`config.mk`:
```
export PLATFORM = sky130hd
export DESIGN_NAME = packet_action_header_rewriter_core
export DESIGN_NICKNAME = d
export VERILOG_FILES = /design/src/sv/pahr_pkg.sv /design/src/sv/pahr_rewrite.sv /design/src/sv/pahr_out_stage.sv /design/src/sv/packet_action_header_rewriter_core.sv
export VERILOG_INCLUDE_DIRS = /design/src /design/src/sv
export SDC_FILE = /design/constraint.sdc
export NUM_CORES = 1
export LEC_CHECK = 0
export BUFFER_PORTS_ARGS = -buffer_cell sky130_fd_sc_hd__buf_2
export CAP_MARGIN = 40
export CORE_MARGIN = 1
export CORE_UTILIZATION = 30
export CTS_CLUSTER_SIZE = 25
export DETAILED_ROUTE_END_ITERATION = 16
export GPL_TIMING_DRIVEN = 0
export SETUP_SLACK_MARGIN = 0.02
export SYNTH_ARGS = -nofsm -noshare
export SYNTH_HDL_FRONTEND = slang
export SYNTH_SLANG_ARGS = --single-unit
```
`constraint.sdc`:
```
create_clock -name clk_i -period 8.05 [get_ports clk_i]
set_input_delay 0 -clock clk_i [delete_from_list [all_inputs] [get_ports clk_i]]
set_output_delay 0 -clock clk_i [all_outputs]
set_load 0.05 [all_outputs]
```
`src/sv/packet_action_header_rewriter_core_assert.svh`:
```
// Assertion macros shared by the header rewriter RTL
`ifndef PACKET_ACTION_HEADER_REWRITER_CORE_ASSERT_SVH
`define PACKET_ACTION_HEADER_REWRITER_CORE_ASSERT_SVH

// same-cycle implication
`define PAHR_ASSERT_NOW(label, clk, rst_n, ante, cons) \
  label: assert property (@(posedge clk) disable iff (!rst_n) (ante) |-> (cons)) \
    else $error("pahr assertion failed");

// next-cycle implication
`define PAHR_ASSERT_NEXT(label, clk, rst_n, ante, cons) \
  label: assert property (@(posedge clk) disable iff (!rst_n) (ante) |=> (cons)) \
    else $error("pahr assertion failed");

`endif

```
`src/sv/pahr_pkg.sv`:
```
// Types, constants and checksum helper for the header rewriter
package pahr_pkg;

  localparam int unsigned DEFAULT_PORT_COUNT = 256;

  localparam logic [15:0] ETHERTYPE_IPV4 = 16'h0800;
  localparam logic [7:0]  PROTO_ICMP     = 8'd1;
  localparam logic [7:0]  ICMP_ECHO_REQ  = 8'd8;
  localparam logic [7:0]  ICMP_ECHO_REP  = 8'd0;
  localparam logic [15:0] ECHO_SUM_ADJ   = 16'h0800;
  localparam logic [13:0] LEN_ETH        = 14'd14;
  localparam logic [13:0] LEN_IP         = 14'd34;
  localparam logic [13:0] LEN_ICMP       = 14'd42;

  typedef enum logic [2:0] {
    ACT_PASS     = 3'd0,
    ACT_DROP     = 3'd1,
    ACT_ECHO     = 3'd2,
    ACT_REDIRECT = 3'd3,
    ACT_NAT      = 3'd4
  } action_e;

  typedef enum logic [1:0] {
    VERDICT_PASS     = 2'd0,
    VERDICT_DROP     = 2'd1,
    VERDICT_TX       = 2'd2,
    VERDICT_REDIRECT = 2'd3
  } verdict_e;

  typedef struct packed {
    logic [13:0] frame_len;
    logic [15:0] ether_type;
    logic [7:0]  ip_protocol;
    logic [7:0]  icmp_kind;
    logic [15:0] icmp_sum_in;
    logic [15:0] ip_sum_in;
    logic [31:0] source_addr;
    logic [31:0] dest_addr;
    logic        entry_hit;
    logic [2:0]  entry_action;
    logic [31:0] entry_new_addr;
    logic [7:0]  entry_port;
  } in_t;

  typedef struct packed {
    verdict_e    verdict;
    logic [7:0]  out_port;
    logic        swap_macs;
    logic [7:0]  icmp_kind_out;
    logic [15:0] icmp_sum_out;
    logic [15:0] ip_sum_out;
    logic [31:0] source_addr_out;
    logic [31:0] dest_addr_out;
    logic        entry_drop_bump;
    logic [63:0] total_drops;
  } res_t;

  // incremental IPv4 header checksum update for a new destination address
  function automatic logic [15:0] dnat_sum(logic [15:0] sum, logic [31:0] old_a,
                                           logic [31:0] new_a);
    logic [18:0] s;
    logic [16:0] f1;
    logic [15:0] f2;
    s  = {3'b0, ~sum} + {3'b0, ~old_a[31:16]} + {3'b0, ~old_a[15:0]}
       + {3'b0, new_a[31:16]} + {3'b0, new_a[15:0]};
    f1 = {1'b0, s[15:0]} + {14'b0, s[18:16]};
    f2 = f1[15:0] + {15'b0, f1[16]};
    return ~f2;
  endfunction

endpackage

```
`src/sv/pahr_rewrite.sv`:
```
// Verdict decision and header field rewrite for one item
module pahr_rewrite #(
  parameter int unsigned PORT_COUNT = pahr_pkg::DEFAULT_PORT_COUNT
) (
  input  pahr_pkg::in_t  item_i,
  input  logic [63:0]    drop_total_i,
  output pahr_pkg::res_t res_o
);
  import pahr_pkg::*;

  logic        active;
  logic        echo_ok;
  logic        port_ok;
  logic [16:0] echo_t;
  logic [15:0] echo_sum;
  logic [15:0] nat_sum;
  action_e     act;

  assign active  = (item_i.frame_len >= LEN_ETH) && (item_i.ether_type == ETHERTYPE_IPV4)
                && (item_i.frame_len >= LEN_IP) && item_i.entry_hit;
  assign echo_ok = (item_i.ip_protocol == PROTO_ICMP) && (item_i.frame_len >= LEN_ICMP)
                && (item_i.icmp_kind == ICMP_ECHO_REQ);
  assign port_ok = {24'b0, item_i.entry_port} < PORT_COUNT;
  assign echo_t  = {1'b0, item_i.icmp_sum_in} + {1'b0, ECHO_SUM_ADJ};
  assign echo_sum = echo_t[16] ? (echo_t[15:0] + 16'd1) : echo_t[15:0];
  assign nat_sum = dnat_sum(item_i.ip_sum_in, item_i.dest_addr, item_i.entry_new_addr);
  assign act     = action_e'(item_i.entry_action);

  always_comb begin
    res_o.verdict         = VERDICT_PASS;
    res_o.out_port        = 8'd0;
    res_o.swap_macs       = 1'b0;
    res_o.icmp_kind_out   = item_i.icmp_kind;
    res_o.icmp_sum_out    = item_i.icmp_sum_in;
    res_o.ip_sum_out      = item_i.ip_sum_in;
    res_o.source_addr_out = item_i.source_addr;
    res_o.dest_addr_out   = item_i.dest_addr;
    res_o.entry_drop_bump = 1'b0;
    if (active) begin
      case (act)
        ACT_DROP: begin
          res_o.verdict         = VERDICT_DROP;
          res_o.entry_drop_bump = 1'b1;
        end
        ACT_ECHO: begin
          if (echo_ok) begin
            res_o.verdict         = VERDICT_TX;
            res_o.swap_macs       = 1'b1;
            res_o.icmp_kind_out   = ICMP_ECHO_REP;
            res_o.icmp_sum_out    = echo_sum;
            res_o.source_addr_out = item_i.dest_addr;
            res_o.dest_addr_out   = item_i.source_addr;
          end
        end
        ACT_REDIRECT: begin
          if (item_i.entry_new_addr != 32'd0) begin
            res_o.ip_sum_out    = nat_sum;
            res_o.dest_addr_out = item_i.entry_new_addr;
          end
          if (port_ok) begin
            res_o.verdict  = VERDICT_REDIRECT;
            res_o.out_port = item_i.entry_port;
          end else begin
            res_o.verdict = VERDICT_DROP;
          end
        end
        ACT_NAT: begin
          res_o.ip_sum_out    = nat_sum;
          res_o.dest_addr_out = item_i.entry_new_addr;
        end
        default: begin
        end
      endcase
    end
    res_o.total_drops = drop_total_i + {63'b0, res_o.entry_drop_bump};
  end

endmodule

```
`src/sv/pahr_out_stage.sv`:
```
// Result register with valid/ready handshake
module pahr_out_stage (
  input  logic           clk_i,
  input  logic           rst_ni,
  input  logic           valid_i,
  output logic           ready_o,
  input  pahr_pkg::res_t res_i,
  output logic           valid_o,
  input  logic           ready_i,
  output pahr_pkg::res_t res_o
);
  import pahr_pkg::*;

  logic valid_q, valid_d;
  res_t res_q;

  assign ready_o = !valid_q || ready_i;
  assign valid_d = valid_i || (valid_q && !ready_i);

  always_ff @(posedge clk_i or negedge rst_ni) begin
    if (!rst_ni) begin
      valid_q <= 1'b0;
    end else begin
      valid_q <= valid_d;
    end
  end

  always_ff @(posedge clk_i) begin
    if (valid_i && ready_o) begin
      res_q <= res_i;
    end
  end

  assign valid_o = valid_q;
  assign res_o   = res_q;

endmodule

```
`src/sv/packet_action_header_rewriter_core.sv`:
```
// Top level of the packet action header rewriter
//
//   channel | direction | handshake              | payload
//   input   | in        | in_valid_i / in_ready_o   | frame header fields + lookup entry
//   result  | out       | out_valid_o / out_ready_i | verdict, rewritten fields, drop total
//
// One item per cycle while out_ready_i is high; stages: input register, result register.
// The path between the two registers is the checksum adder tree and the 64-bit increment.
// Reset clears both valid flags and the drop total; payload registers are not reset.
// A stalled result holds the result register; the input register drains into it once free.
`include "packet_action_header_rewriter_core_assert.svh"

module packet_action_header_rewriter_core #(
  parameter int unsigned PORT_COUNT = pahr_pkg::DEFAULT_PORT_COUNT
) (
  input  logic        clk_i,
  input  logic        rst_ni,
  input  logic        in_valid_i,
  output logic        in_ready_o,
  input  logic [13:0] frame_len_i,
  input  logic [15:0] ether_type_i,
  input  logic [7:0]  ip_protocol_i,
  input  logic [7:0]  icmp_kind_i,
  input  logic [15:0] icmp_sum_in_i,
  input  logic [15:0] ip_sum_in_i,
  input  logic [31:0] source_addr_i,
  input  logic [31:0] dest_addr_i,
  input  logic        entry_hit_i,
  input  logic [2:0]  entry_action_i,
  input  logic [31:0] entry_new_addr_i,
  input  logic [7:0]  entry_port_i,
  output logic        out_valid_o,
  input  logic        out_ready_i,
  output logic [1:0]  verdict_o,
  output logic [7:0]  out_port_o,
  output logic        swap_macs_o,
  output logic [7:0]  icmp_kind_out_o,
  output logic [15:0] icmp_sum_out_o,
  output logic [15:0] ip_sum_out_o,
  output logic [31:0] source_addr_out_o,
  output logic [31:0] dest_addr_out_o,
  output logic        entry_drop_bump_o,
  output logic [63:0] total_drops_o
);
  import pahr_pkg::*;

  logic        in_valid_q, in_valid_d;
  in_t         item_q;
  logic [63:0] drop_total_q, drop_total_d;
  logic        out_free;
  logic        advance;
  res_t        res_comb;
  res_t        res_out;

  assign advance    = in_valid_q && out_free;
  assign in_ready_o = !in_valid_q || out_free;
  assign in_valid_d = (in_valid_i && in_ready_o) || (in_valid_q && !out_free);
  assign drop_total_d = advance ? res_comb.total_drops : drop_total_q;

  always_ff @(posedge clk_i or negedge rst_ni) begin
    if (!rst_ni) begin
      in_valid_q   <= 1'b0;
      drop_total_q <= 64'd0;
    end else begin
      in_valid_q   <= in_valid_d;
      drop_total_q <= drop_total_d;
    end
  end

  always_ff @(posedge clk_i) begin
    if (in_valid_i && in_ready_o) begin
      item_q.frame_len      <= frame_len_i;
      item_q.ether_type     <= ether_type_i;
      item_q.ip_protocol    <= ip_protocol_i;
      item_q.icmp_kind      <= icmp_kind_i;
      item_q.icmp_sum_in    <= icmp_sum_in_i;
      item_q.ip_sum_in      <= ip_sum_in_i;
      item_q.source_addr    <= source_addr_i;
      item_q.dest_addr      <= dest_addr_i;
      item_q.entry_hit      <= entry_hit_i;
      item_q.entry_action   <= entry_action_i;
      item_q.entry_new_addr <= entry_new_addr_i;
      item_q.entry_port     <= entry_port_i;
    end
  end

  pahr_rewrite #(
    .PORT_COUNT(PORT_COUNT)
  ) u_rewrite (
    .item_i      (item_q),
    .drop_total_i(drop_total_q),
    .res_o       (res_comb)
  );

  pahr_out_stage u_out_stage (
    .clk_i  (clk_i),
    .rst_ni (rst_ni),
    .valid_i(in_valid_q),
    .ready_o(out_free),
    .res_i  (res_comb),
    .valid_o(out_valid_o),
    .ready_i(out_ready_i),
    .res_o  (res_out)
  );

  assign verdict_o         = res_out.verdict;
  assign out_port_o        = res_out.out_port;
  assign swap_macs_o       = res_out.swap_macs;
  assign icmp_kind_out_o   = res_out.icmp_kind_out;
  assign icmp_sum_out_o    = res_out.icmp_sum_out;
  assign ip_sum_out_o      = res_out.ip_sum_out;
  assign source_addr_out_o = res_out.source_addr_out;
  assign dest_addr_out_o   = res_out.dest_addr_out;
  assign entry_drop_bump_o = res_out.entry_drop_bump;
  assign total_drops_o     = res_out.total_drops;

  `PAHR_ASSERT_NEXT(a_total_holds, clk_i, rst_ni, !(advance && res_comb.entry_drop_bump), drop_total_q == $past(drop_total_q))
  `PAHR_ASSERT_NEXT(a_total_bumps, clk_i, rst_ni, advance && res_comb.entry_drop_bump, drop_total_q == $past(drop_total_q) + 64'd1)
  `PAHR_ASSERT_NOW(a_swap_tx, clk_i, rst_ni, out_valid_o && swap_macs_o, verdict_o == VERDICT_TX)
  `PAHR_ASSERT_NOW(a_bump_drop, clk_i, rst_ni, out_valid_o && entry_drop_bump_o, verdict_o == VERDICT_DROP)
  `PAHR_ASSERT_NOW(a_port_zero, clk_i, rst_ni, out_valid_o && (verdict_o != VERDICT_REDIRECT), out_port_o == 8'd0)

endmodule
```
==> results.yml <==
synth:
  syn_inst: 1550
  synth_seq_cells: 431
  synth-main-ff-cell: "edfxtp_1"
  seq_area_frac_synth_pct: 63.2
  synth.distinct_cells: 82
  synth_mux_area_share_pct: 0.113
  synth_edf_count: 365
  synth_compound_area_share_pct: 6.86
  syn-num-nets: 1818
  synth-xor-area-share_pct: 7.99
  syn_area_per_cell_um2: 12.9
  synthAdderAreaFrac_pct: 6.17
  yosys_warnings: 0
  synthesis.area_mm2: 0.0199
  synth_top_cell_area_share_pct: 54.9
  synth_top_cell_by_area: "edfxtp_1"
  async_reset_ff_share_pct: 15.3
  synth_top_family_by_area: "simple AND/OR/NAND/NOR gates"
  synth_area_leaders: "edfxtp_1 55%, dfrtp_1 8.3%, xnor2_1 4.3%"
  synthSimpleGateAreaFrac_pct: 12.3
timing:
  fin_crit_sh_pct: 110
  max_freq_ghz: 0.113
  rsz0062_at_grt: "yes"
  worst_pin_slew_ns: 0.896
  finalSetupViolations: 14
  slew_headroom_pct: 39.9
  fin_skew_ns: 0.0182
  fin_ws_ns: -0.826
  hold_violations: 0
  final_max_slew_viol_count: 0
  min_period_ns: 8.88
worst_setup_path:
  critical_path.most_common_cell: "ha_4"
  end_kind: "flip-flop"
  cp_max_fo: 4
  crit_required_ns: 8.37
  critPathMaxStageDelay_ns: 0.55
  crit_type: "reg -> reg"
  worstSetupStartpoint: "item_q[61]"
  crit_path_start_kind: "flip-flop"
  critPathArrivalTime_ns: 9.19
  crit_slowest_cell: "fa_1"
  r2r_start: "item_q[61]"
grt:
  grt_pass1_wl_um: 90300
  grt_max_degree: 71
  gr-total-overflow: 0
  grt_usage_pct: 18.0
  antenna_found_initial: 2
  first_global_vias: 15100
clock_tree:
  path_clk_slew_ns: 0.06
  htreeDepth: 2
  cts_tree: "built"
  clock_sinks: 431
  cts_buffer_depth: 3
  root_buffer: "clkbuf_16"
  clk_latency_ns: 0.58
  cts_buffers: 49
detailed_routing:
  drtAntennaViolNets: 0
  routed_via_density: 4.67
  drt-pass1-iter-count: 5
  vias: 14600
  drc_errors: 0
  wl_per_cell_um: 19.7
  drtIter0Drc: 971
  drt_wl_total_um: 61400
outcome:
  violations: "negative setup slack"
  outcome: "complete, but fails checks"
pwr:
  power_mw: 7.70
  power_leakage_nw: 11.4
  power.share.clock_pct: 28.2
  seq_power_share_pct: 34.4
  vdd_ir_drop_max_v: 0.000170
  netSwitchingPower_mw: 2.73
  p_per_area_mw_per_mm2: 281
  p_int_mw: 4.97
  swShare_pct: 35.5
  pwr-share-comb_pct: 37.4
final_layout:
  final_cells: 3122
  nFillCells: 6046
  final_layout_size_suffix_gt1_share_pct: 27.2
  nets: 2484
  synthToLayoutAreaGrowth_pct: 37.3
placed_design:
  gp_congestion: 0.874
  dp_hpwl_um: 44800
  post-place-ws_ns: -1.90
  io_buffers: 370
  dp.cells: 2800
min_path:
  min-delay-start: "dest_addr_i[24]"
  hold_class: "in -> reg"
die:
  initial_core_util_pct: 30.3
  die_h_um: 260
  row_count: 94
  ios: 372
  die_w_um: 260
  core_mm2: 0.0657
  dieArea_mm2: 0.0675
flow_run:
  drv_cap: 0
[cell families after synthesis]
| kind of cell | Yosys count |
|---|---|
| AO/OA/AOI/OAI | 200 |
| buffers and inverters | 170 |
| adder cells (fa/ha/maj) | 78 |
| multiplexers | 2 |
| flip-flops | 431 |
| XOR/XNOR | 181 |
| AND/OR/NAND/NOR | 488 |
[cell type report]
type	count	area, um2	area share [%]
clock buffers	62	1320	4.81
diodes	4	10.0	0.0365
plain buffers	52	223	0.813
flip-flops and latches	431	12600	46.0
repair buffers	617	4360	15.9
well taps	864	1080	3.95
clock inverters	27	221	0.808
multi-input cells	949	7130	26.0
inverters	116	435	1.59
[state kept, by name, summed over array words and instances (netlist names)]
register and flops:
item_q 185, in_valid_q 1, drop_total_q 64, u_out_stage.valid_o 1, u_out_stage.res_o 180
[cells in the mapped netlist (all sizes together), types with 24 or more instances]
cell	instances
xnor2	98
nand4	33
clkbuf	44
fa	34
nand2	193
ha	44
dfrtp	66
o21ai	82
nor4	26
nor2	81
nand3	40
a22oi	31
a21oi	27
inv	116
edfxtp	365
nor3	24
xor2	83
[worst paths after layout]
path	endpoint	slack (ns)	depth (start not counted)
max reg2reg	u_out_stage.res_o[143]	-0.83	42
min	item_q[68]	0.13	2
max in group asynchronous	drop_total_q[6]	6.48	4
min reg2reg	drop_total_q[0]	0.49	2
max	u_out_stage.res_o[143]	-0.83	42
min in group asynchronous	drop_total_q[20]	0.52	4
[metrics by stage]
step                      area, um2  hold WS (ns)  utilization [%]  setup TNS, ns
final                         27400         0.126             41.7          -8.94
after global routing          27400        0.0983             41.6         -12.90
after CTS                     27100        0.0753             41.3         -15.11
after detailed placement      23200        -0.119             35.3         -23.41
after global placement        23000         0.177             34.9        -301.59
after floorplan               20000        -0.296                -         -0.551
[what timing repair did]
action | 4_1_cts | 5_1_grt
resized for setup | 53 | 41
pin swaps | 45 | 49
cloned | 0 | 0
setup buffers | 30 | 10
hold buffers | 191 | 0
hold endpoints to repair | 253 | 0
endpoints found under the setup margin | 16 | 16
[layer usage]
layer	track usage [%]	share of wire [%]	up-vias
li1	-	-	6858
met1	22.1	41	7045
met2	30.1	48	565
met3	4.67	7.8	117
met4	6.76	3.5	2
met5	0	0.018	-
[power groups by stage]
stage               combinational, mW  sequential (mW)  clock (mW)
floorplan                        1.53             2.91           0
global placement                 2.27             2.74           0
detailed placement               2.31             2.69           0
CTS                              2.69             2.65        2.23
global route                     3.11             2.66        2.32
finish                           2.88             2.65        2.17
[critical path, delay by kind of cell (launching register included)]
family / cells / cell delay [ns]
AO/OA/AOI/OAI: 13 / 2.09
XOR/XNOR: 3 / 0.58
AND/OR/NAND/NOR: 14 / 2.82
flip-flops: 1 / 0.41
adder cells (fa/ha/maj): 8 / 2.31
buffers and inverters: 4 / 0.39
[layout by cell type, fill, tap and decap left out, types with 8 or more instances in the layout]
master,synthesis,routed
ha_1,44,35
buf_6,2,12
clkinv_2,0,8
o21ai_2,0,10
and2_1,17,16
xor2_1,82,80
clkbuf_1,42,51
a21o_1,8,8
nor2_1,78,76
edfxtp_1,365,365
o21ai_0,76,60
nand2b_1,14,13
a21oi_1,27,20
nand2_1,192,191
and3_1,13,13
fa_1,34,32
dlygate4sd3_1,0,191
nor4_1,22,20
nor3_1,21,21
nand4_1,30,30
xnor2_1,98,90
buf_4,1,37
a22oi_1,31,31
clkbuf_16,0,51
o21ai_1,6,12
nand3_1,37,34
clkinv_1,0,9
dfrtp_1,66,66
inv_1,116,111
buf_2,4,375
Power figures use the tool's default switching activity.
